<file path="config.mk">
export PLATFORM = sky130hd
export DESIGN_NAME = cms_ctrl
export DESIGN_NICKNAME = d
export VERILOG_FILES = /design/src/design/cms_pkg.sv /design/src/design/cms_ctrl.sv
export SDC_FILE = /design/constraint.sdc
export NUM_CORES = 1
export LEC_CHECK = 0
export BUFFER_PORTS_ARGS = -buffer_cell sky130_fd_sc_hd__buf_2
export CORE_MARGIN = 2
export CORE_UTILIZATION = 45
export CTS_CLUSTER_SIZE = 12
export DETAILED_ROUTE_END_ITERATION = 8
export GPL_TIMING_DRIVEN = 0
export HOLD_SLACK_MARGIN = 0.06
export PLACE_DENSITY = 0.73
export RECOVER_POWER = 25
export SLEW_MARGIN = 0
export SYNTH_ARGS = -nofsm -noshare
export SYNTH_HDL_FRONTEND = slang
export SYNTH_SLANG_ARGS = --single-unit
</file>
<file path="constraint.sdc">
create_clock -name clk -period 1.73 [get_ports clk]
set_input_delay 0.0865 -clock clk [delete_from_list [all_inputs] [get_ports clk]]
set_output_delay 0.0865 -clock clk [all_outputs]
set_load 0.03 [all_outputs]
</file>
<file path="src/design/cms_pkg.sv">
// ============================================================================
// cms_pkg: shared types and constants of the count-min sketch
// Field widths, hash constants, register indexes, the controller state type
// and the control word that the sequencer broadcasts to the counter cells.
// ============================================================================
package cms_pkg;

  localparam int MaxRows  = 4;
  localparam int Rows     = 4;
  localparam int Columns  = 1024;

  localparam int CoefW    = 17;
  localparam int KeyW     = 31;
  localparam int WordW    = 32;
  localparam int HashW    = 48;
  localparam int ModW     = 17;
  localparam int CfgIdxW  = 4;

  localparam int SplitHi   = 32;
  localparam int Fold1W    = 33;
  localparam int Fold2W    = 31;
  localparam int QuotW     = 15;
  localparam int RecipW    = 32;
  localparam int HashSteps = 8;

  localparam logic [ModW-1:0]         HashPrime = 17'd99991;
  localparam logic signed [WordW-1:0] QueryCap  = 32'sd1000000000;

  localparam logic [ModW-1:0]   PowSplitMod = ModW'((64'd1 << SplitHi) % 64'(HashPrime));
  localparam logic [ModW-1:0]   PowModMod   = ModW'((64'd1 << ModW) % 64'(HashPrime));
  localparam logic [RecipW-1:0] HashRecip   = RecipW'((64'd1 << HashW) / 64'(HashPrime));

  localparam logic [CoefW-1:0] MultReset   [MaxRows] = '{17'd1, 17'd3, 17'd5, 17'd9};
  localparam logic [CoefW-1:0] OffsetReset [MaxRows] = '{17'd1, 17'd7, 17'd11, 17'd13};

  typedef enum logic [CfgIdxW-1:0] {
    REG_ROW0_MULT   = 4'd0,
    REG_ROW0_OFFSET = 4'd1,
    REG_ROW1_MULT   = 4'd2,
    REG_ROW1_OFFSET = 4'd3,
    REG_ROW2_MULT   = 4'd4,
    REG_ROW2_OFFSET = 4'd5,
    REG_ROW3_MULT   = 4'd6,
    REG_ROW3_OFFSET = 4'd7
  } cms_reg_t;

  typedef enum logic [3:0] {
    ST_CLEAR,
    ST_IDLE,
    ST_LOAD,
    ST_HASH,
    ST_READ,
    ST_WRITE,
    ST_MIN,
    ST_OUT
  } cms_state_t;

  typedef struct packed {
    logic clr;
    logic load;
    logic hash_step;
    logic rd;
    logic wr;
    logic min_step;
  } cms_ctl_t;

endpackage

</file>
<file path="src/design/cms_ctrl.sv">
// ============================================================================
// cms_ctrl: sequencer of the sketch
// Runs the clearing pass, steps the cells through hashing, bank access and
// the minimum chain, and hands finished estimates to the output register.
// ============================================================================
module cms_ctrl #(
  parameter int ROWS    = cms_pkg::Rows,
  parameter int COLUMNS = cms_pkg::Columns,
  parameter int IDX_W   = $clog2(COLUMNS)
) (
  input  logic                 clk,
  input  logic                 rst,
  input  logic                 in_valid,
  input  logic                 in_mode,
  output logic                 in_ready,
  input  logic                 out_busy,
  output logic                 out_load,
  output cms_pkg::cms_ctl_t    ctl,
  output logic [IDX_W-1:0]     clr_addr
);
  import cms_pkg::*;

  localparam int CNT_W = $clog2(COLUMNS > HashSteps ? COLUMNS : HashSteps);

  cms_state_t       state, state_next;
  logic [CNT_W-1:0] cnt, cnt_next;
  logic             query, query_next;

  always_ff @(posedge clk) begin
    if (rst) begin
      state <= ST_CLEAR;
      cnt   <= '0;
      query <= 1'b0;
    end else begin
      state <= state_next;
      cnt   <= cnt_next;
      query <= query_next;
    end
  end

  assign clr_addr = cnt[IDX_W-1:0];

  always_comb begin
    state_next = state;
    cnt_next   = cnt;
    query_next = query;
    ctl        = '0;
    in_ready   = 1'b0;
    out_load   = 1'b0;
    case (state)
      ST_CLEAR: begin
        ctl.clr = 1'b1;
        if (cnt == CNT_W'(COLUMNS - 1)) begin
          cnt_next   = '0;
          state_next = ST_IDLE;
        end else begin
          cnt_next = cnt + 1'b1;
        end
      end
      ST_IDLE: begin
        in_ready = 1'b1;
        if (in_valid) begin
          query_next = in_mode;
          state_next = ST_LOAD;
        end
      end
      ST_LOAD: begin
        ctl.load   = 1'b1;
        state_next = ST_HASH;
      end
      ST_HASH: begin
        ctl.hash_step = 1'b1;
        if (cnt == CNT_W'(HashSteps - 1)) begin
          cnt_next   = '0;
          state_next = ST_READ;
        end else begin
          cnt_next = cnt + 1'b1;
        end
      end
      ST_READ: begin
        ctl.rd     = 1'b1;
        state_next = query ? ST_MIN : ST_WRITE;
      end
      ST_WRITE: begin
        ctl.wr     = 1'b1;
        state_next = ST_IDLE;
      end
      ST_MIN: begin
        ctl.min_step = 1'b1;
        if (cnt == CNT_W'(ROWS - 1)) begin
          cnt_next   = '0;
          state_next = ST_OUT;
        end else begin
          cnt_next = cnt + 1'b1;
        end
      end
      ST_OUT: begin
        if (!out_busy) begin
          out_load   = 1'b1;
          state_next = ST_IDLE;
        end
      end
      default: begin
        state_next = ST_CLEAR;
        cnt_next   = '0;
      end
    endcase
  end

endmodule

</file>
* Yosys cells after proc, flatten, opt, wreduce, memory -nomap -nowiden
Index checks and enable logic that the tools add are counted.
Widths: inputs -> output; s select.
** Operators by class
- Mux-type cells :: 20
- Eq/ne operators :: 15
- Add/sub/neg operators :: 1
- Reductions and logical operators :: 4
** Operators by type and width (count)
- $pmux 10 s4 :: 1
- $pmux 4 s8 :: 1
- $mux 10 :: 3
- $mux 4 :: 5
- $eq 4x3->1 const B :: 4
- $add 10x1->10 const B :: 1
- $eq 10x10->1 const B :: 1
- $eq 10x2->1 const B :: 1
- $eq 10x3->1 const B :: 1
- $ne 2x2->1 const B :: 5
- $mux 1 :: 9
- $eq 4x2->1 const B :: 2
- $reduce_and 5->1 :: 1
- $reduce_or 5->1 :: 1
- $eq 4x1->1 const B :: 1
- $logic_not 4->1 :: 1
- $mux 2 :: 1
- $reduce_and 2->1 :: 1
** Word-level totals
- Word-level logic and storage cells :: 43
- Register bits after elaboration :: 15
- Bits of input ports :: 5
- Output and inout bits :: 18

* Logic depth before layout (Yosys ltp)
Gate-level depths: netlist (run 1).
- Depth after elaboration :: 3
- Gate-level depth with buffers :: 7
- Depth with buffers taken out :: 6

* Worst setup path after synthesis (run 1)
OpenSTA, ideal clock, no wires.
- Path kind :: reg2reg
- Start point :: reg cnt[0] (netlist: clr_addr[0])
- End point :: reg cnt[2] (netlist: clr_addr[2])
- Setup slack :: -0.312 ns
- Period minus slack after synthesis :: 2.042 ns
- Required time :: 1.598 ns
- Arrival :: 1.910 ns
- Path buffers :: 0
- Stages on the path, launching flop included :: 7
- Setup time :: 0.132 ns
- Cells stage by stage :: dfxtp_1 ha_1 nand3_1 o41ai_1 o211ai_1 a21bo_2 a21oi_1
** On the way
- Cells in the longest elaborated chain, start to end :: 3
- Elaborated cells on any way between the ends :: 8
- Those cells by class :: add/sub (1); eq/ne (3); mux (4)
** Ends and longest elaborated chain
- from (decl) :: RTL line cms_ctrl.sv:26 : logic [CNT_W-1:0] cnt, cnt_next;
- from (signal assigned) :: RTL line cms_ctrl.sv:36 : cnt <= cnt_next;
- $add 10x1->10, or another cell as far along :: RTL line cms_ctrl.sv:57, cms_ctrl.sv:77, cms_ctrl.sv:94
- $mux 10 (on tied branches) :: RTL line cms_ctrl.sv:90, cms_ctrl.sv:53, cms_ctrl.sv:73
- $pmux 10 s4 (*) :: RTL line cms_ctrl.sv:50 : case (state)
Every way passes the cells marked *; elsewhere a longest branch is shown, timed or not.
A chain may end at the register's enable or synchronous reset.

* Final worst setup path (run 1)
- Start point :: reg cnt[6] (netlist: clr_addr[6])
- End point :: reg cnt[7] (netlist: clr_addr[7])
Same word-level chain as after synthesis.

==> summary.txt, run 1 <==
Setup path
  – Critical Path End Type: flop
  – Worst path slowest cell: or4_4
  – R2R cell count: 6
  – End of the critical path: clr_addr[7]
  – R2r setup slk: -0.06 ns
  – CP Max Fanout: 6
  – Critical Path Max Stage Delay: about 0.54 ns
  – Required @ worst endpoint: between 1.5 and 2 ns
  – Kind of critical path: reg -> reg
  – RR Endpoint: clr_addr[7]
  – Crit-path cells: or4_4 > o221ai_4 > o211ai_1 > buf_4 > a22oi_2 > nor2_1
  – Crit path from: clr_addr[6]
  – Worst EP arrival: 1.95 ns
  – RR Startpoint: clr_addr[6]
  – Worst setup SP type: flop

GRT
  – Vias in the first global route: around 840
  – Largest net degree at the start of global routing: 11
  – Antenna violations before repair: 0
  – GRT overflow: 0
  – GRT Resource Usage Total: between 20% and 30%
  – First-pass GRT wire length: 3560 um

Placed design
  – Placement Cell Area: 1026 sq um
  – Routability cong.: 0.8044
  – Input/output buffers: 22
  – Post-DP HPWL: 1468 um

Drt
  – DR pass1 iterations: 4
  – Via density: approximately 5.6
  – Total Wirelength: around 2200 um
  – Initial drt markers: 23
  – Drt wl/cell: 13.09 um
  – Residual DRC count: 0
  – Vias: 956
  – Post-route ant nets: 0

Die
  – Die area: between 2000 and 2500 sq um
  – Initial Utilization: around 50%
  – Row count: 15
  – Die Ht: approximately 48 um
  – Die X: about 48 um
  – Io pins: 23
  – Core area: 1764 sq um

Timing
  – Final Cycle Share: 103.7%
  – Max Clk Rate: between 500 and 600 MHz
  – TNS Setup: -0.1552 ns
  – Clock skew: 0.001544 ns
  – Unrepaired setup endpoints after global routing: yes
  – Period minus WS final: about 1.8 ns
  – Setup WS post-layout: -0.06338 ns
  – Hold Slack: 0.3199 ns
  – Worst-margin pin slew: around 0.46 ns
  – Hold Vio Cnt, Final: 0
  – Slew HR: between 60% and 70%
  – Count of final setup violators: 3
  – Final Max Tran Viols: 0

Layout
  – Inserted Diodes: 0
  – Share of cells above drive strength 1: a little over two fifths
  – FILL cells: roughly 170
  – Area delta synth->final: 40.38%
  – Fin area: 1205 sq um
  – NumNets Final: around 150
  – Register area: approximately 300 sq um
  – Area of the multi-input gates: approximately 630 sq um

Synthesis
  – Number of flops mapped to enable cells by yosys: 0
  – Syn Nets: 117
  – Synthesized area: ~860 sq um
  – Post-synthesis sequential area ratio: 32.65%
  – Top area cells in the synthesized netlist: dfxtp_1 33%, a21oi_1 7.0%, nor3_1 5.2%
  – Top FF cell, synth: dfxtp_1
  – Post-synthesis register bit count: 14
  – Syn Area/Cell: about 7.7 sq um
  – Cell variety after synth: 38
  – YS warnings: 0
  – Yosys top cell area share: approximately a third
  – Gate Count Post-Synth: 111
  – Dominant cell type by area after synthesis: dfxtp_1
  – Post-synthesis async set-or-reset flop share: 0%

Run
  – Max Cap Viol: 0

Power
  – Sw Ratio: around 43%
  – Worst VDD drop: between 0.0008 and 0.0009 V
  – Power Density: between 1000 and 1500 nW/um^2
  – Clock power frac: 14.2%
  – Reg power frac: around 33%
  – Tot Pwr: 0.001318 W
  – Combinational power share: a little over half
  – Switch Pwr: approximately 0.00056 W
  – Leak: just over 0.5 nW
  – Pint: about 0.00075 W

Min path
  – Hold crit path type: in -> reg

CTS
  – Clock sinks: 14
  – CTS tree: done
  – Clock Path Buffers: 2
  – CTS root buffer: clkbuf_4
  – Num CTS Buffers: 3
  – Clock-pin slew on the worst setup and hold paths: 0.08 ns
  – H-Tree Depth: 1
  – Clk_lat worst skew: roughly 0.28 ns

Run status
  – Failing checks: negative setup slack
  – Outcome: complete, but fails checks
## power by group through the flow
stage | Sequential (W) | Combinational [W] | Clock [W]
floorplan | 0.000474 | 0.000353 | 0
global placement | 0.000425 | 0.000516 | 0
detailed placement | 0.000427 | 0.000519 | 0
CTS | 0.000426 | 0.000640 | 0.000195
global route | 0.000435 | 0.000761 | 0.000209
finish | 0.000428 | 0.000702 | 0.000188
## worst max-delay path, delay by kind of cell, from the launching register on
| family | cells | cell delay, ns |
|---|---|---|
| and+or+nand+nor | 2 | 0.59 |
| buffers and inverters | 1 | 0.21 |
| DFF | 1 | 0.35 |
| AOI/OAI and AO/OA | 3 | 0.51 |
## cells in the final DEF, fill, tap and decap left out, types with 2 or more instances in the layout
master	n
o21ai_0	2
dlygate4sd3_1	2
nor2_1	6
buf_4	7
inv_1	2
and3_1	2
clkbuf_1	4
nand2_1	12
o211ai_1	2
a31oi_1	2
dfxtp_4	4
dfxtp_1	7
nand3_2	5
a21oi_1	12
or2_2	2
clkbuf_4	4
and2b_2	2
and2_1	2
nor3_1	9
a211oi_1	2
nand2b_1	2
nand3_1	2
a22oi_2	3
dfxtp_2	3
buf_2	20
## area by class of cell
type,instances,area share [%]
well taps,25,2.596
inverters,4,1.558
clock buffers,3,1.869
repair buffers,30,14.23
multi-input cells,88,52.23
clock inverters,1,0.3115
flip-flops and latches,14,24.82
plain buffers,5,2.388
## layer usage
layer	vias to the layer above	GRT usage (%)	part of all wire (%)
met4	0	6.486	2.0
met1	438	30.23	47
met5	-	0	0
met3	8	3.396	4.1
li1	482	-	-
met2	28	35.41	47
## synthesized netlist by cell type (all sizes together) (2+ instances only)
cell	number
a211oi	2
and2b	2
and2	2
or3	2
or2	2
a22oi	3
inv	3
dfxtp	14
nor2	7
buf	2
o21ai	3
a31oi	2
nand3	7
nor3	9
clkbuf	3
or4	2
nand2	12
nand2b	2
o211ai	3
and3	2
a21oi	12
## kinds of logic after synthesis
group,Yosys count,share of synthesized area (%)
compound gates,31,25.95
xor+xnor,2,2.041
fa+ha+maj,1,1.457
buf+inv,9,4.227
flops,14,32.65
mux,1,1.166
simple gates,53,32.51
## sequential cells by signal (all words and copies together), names as in the netlist
register  count
state         3
clr_addr     10
query         1
## per-stage QoR
stage                     util (%)  cells  worst slack (ns)
after floorplan                  -    111          -0.08166
after global placement       58.16    158           -0.2116
after detailed placement     58.16    158           -0.2619
after CTS                    65.32    170          -0.06320
after global routing         68.30    170           -0.1533
final                        68.30    170          -0.06338
## worst min-delay path by stage
stage          start          end  slack, ns  depth (start not counted)
2_1_floorplan    rst  clr_addr[3]       0.15                          1
3_3_place_gp     rst  clr_addr[3]       0.30                          2
3_5_place_dp     rst  clr_addr[3]       0.30                          2
4_1_cts          rst  clr_addr[1]       0.33                          3
5_1_grt          rst  clr_addr[7]       0.35                          3
6_report         rst  clr_addr[1]       0.32                          3
## what timing repair did
item                       4_1_cts  5_1_grt
pin swaps                        2        5
gates resized for setup          8       16
hold buffers                     2        0
setup endpoints to repair       10       14
buffers inserted                 6        0
hold endpoints to repair         5        0
No activity file was read; power rests on OpenSTA's default activity.
==> run 2: changes to the inputs <==
Clock period 1.73 ns to 1.5 ns, I/O delays scaled along.
==> summary.txt, run 2 (synthesis gave the netlist of run 1 again) <==
Run status
  – Outcome: complete, but fails checks
  – Failing checks: negative setup slack

Timing
  – Clock skew: between 0.015 and 0.02 ns
  – Setup WS post-layout: -0.3740 ns
  – Slew HR: between 60% and 70%
  – TNS Setup: -3.443 ns
  – Hold Vio Cnt, Final: 0
  – Final Cycle Share: 124.9%
  – Unrepaired setup endpoints after global routing: yes
  – Count of final setup violators: 14
  – Final Max Tran Viols: 0
  – Worst-margin pin slew: 0.5493 ns
  – Period minus WS final: between 1.5 and 2 ns
  – Max Clk Rate: roughly 530 MHz

CTS
  – Clock Path Buffers: 2
  – Clock-pin slew on the worst setup and hold paths: 0.10 ns
  – H-Tree Depth: 1
  – Clk_lat worst skew: 0.29 ns
  – Clock sinks: 14
  – CTS tree: done
  – CTS root buffer: clkbuf_4
  – Num CTS Buffers: 3

Min path
  – Hold path depth: 3
  – Hold crit path type: in -> reg

Layout
  – Most common cell after layout, fill and taps aside: buf_2
  – Register area: 299.0 sq um
  – NumNets Final: ~150
  – Max reg flops: 10
  – Area of the multi-input gates: between 600 and 700 sq um
  – Inserted Diodes: 0
  – Non-Filler Instances: 171
  – Area delta synth->final: 46.50%
  – FILL cells: around 160
  – Fin area: 1257 sq um
  – Most frequent cells in the layout: 15 x buf_2, 12 x buf_4, 12 x nand2_1, 11 x a21oi_1, 8 x nor3_1
  – Final core occ: between 70% and 80%
  – Share of cells above drive strength 1: 46.58%

GRT
  – GRT overflow: 0
  – Antenna violations before repair: 0
  – First-pass GRT wire length: 3870 um
  – Vias in the first global route: 868
  – Largest net degree at the start of global routing: 11
  – GRT Resource Usage Total: 24.29%

Power
  – Switch Pwr: between 0.0006 and 0.0007 W
  – Clock power frac: 14.4%
  – Pint: between 0.0009 and 0.001 W
  – Sw Ratio: 43.61%
  – Worst VDD drop: roughly 0.00088 V
  – Leak: 0.5238 nW
  – Power Density: 1276 nW/um^2
  – Combinational power share: 54.5%
  – Reg power frac: roughly 31%

Placed design
  – Cells after DPL: about 160
  – Pre-CTS setup slack: -0.4983 ns
  – Routability cong.: ~0.85
  – Post-DP HPWL: roughly 1600 um
  – Input/output buffers: 22
  – Placement Cell Area: 1047 sq um

Die
  – Core area: about 1800 sq um
  – Initial Utilization: 48.65%
  – Io pins: 23
  – Die Ht: approximately 48 um
  – Die X: 47.68 um
  – Die area: around 2300 sq um
  – Row count: 15

Drt
  – Vias: approximately 990
  – Residual DRC count: 0
  – Initial drt markers: 49
  – DR pass1 iterations: 4
  – Total Wirelength: ~2600 um
  – Via density: between 5 and 6
  – Drt wl/cell: about 15 um
  – Post-route ant nets: 0

Setup path
  – Worst setup SP type: flop
  – Required @ worst endpoint: approximately 1.7 ns
  – R2R cell count: 5
  – CP Max Fanout: 3
  – Kind of critical path: reg -> reg
  – Worst EP arrival: 2.08 ns
  – Critical Path End Type: flop

Run
  – Max Cap Viol: 0
run 2: final timing paths:
path	from	end	slack, ns
min reg2reg	clr_addr[5]	clr_addr[5]	0.50
max	clr_addr[6]	state[2]	-0.37
min	rst	clr_addr[1]	0.32
max reg2reg	clr_addr[6]	state[2]	-0.37
run 2: power by group through the flow:
stage	Combinational (W)	Sequential, W	Clock, W
floorplan	0.000421	0.000558	0
global placement	0.000618	0.000500	0
detailed placement	0.000639	0.000507	0
CTS	0.000805	0.000495	0.000233
global route	0.000943	0.000507	0.000254
finish	0.000874	0.000500	0.000231
run 2: metal layers:
metal / up-vias / GRT usage [%] / wire [um]
li1: 479 / - / -
met1: 463 / 34.01 / 1093
met2: 42 / 36.49 / 1267
met3: 4 / 6.792 / 168
met4: 0 / 7.027 / 21
met5: - / 0 / 0
run 2: area by class of cell:
cell class / count / area share [%]
multi-input combinational: 88 / 52.04
sequential: 14 / 23.78
timing repair buffer: 31 / 15.32
buffer: 5 / 2.985
tap: 25 / 2.488
clock buffer: 4 / 2.090
inverter: 4 / 1.294
run 2: repair_timing:
item	in CTS	in global routing
gates resized for setup	20	14
pin swaps	8	6
hold buffers	2	0
endpoints found under the setup margin	20	20
endpoints found under the hold margin	5	0
setup buffers	5	2
run 2: worst max-delay path, stage by stage (launching register included):
cell      delay (ns)
dfxtp_4         0.35
or4_4           0.54
o221ai_4        0.22
o211ai_2        0.13
or4_1           0.42
a21oi_1         0.13
run 2: stage by stage:
step                      power (W)  hold slack, ns
final                      0.001605          0.3164
after floorplan           0.0009785          0.1370
after detailed placement   0.001146          0.2933
after global routing       0.001705          0.3297
after CTS                  0.001533          0.2811
after global placement     0.001118          0.2918
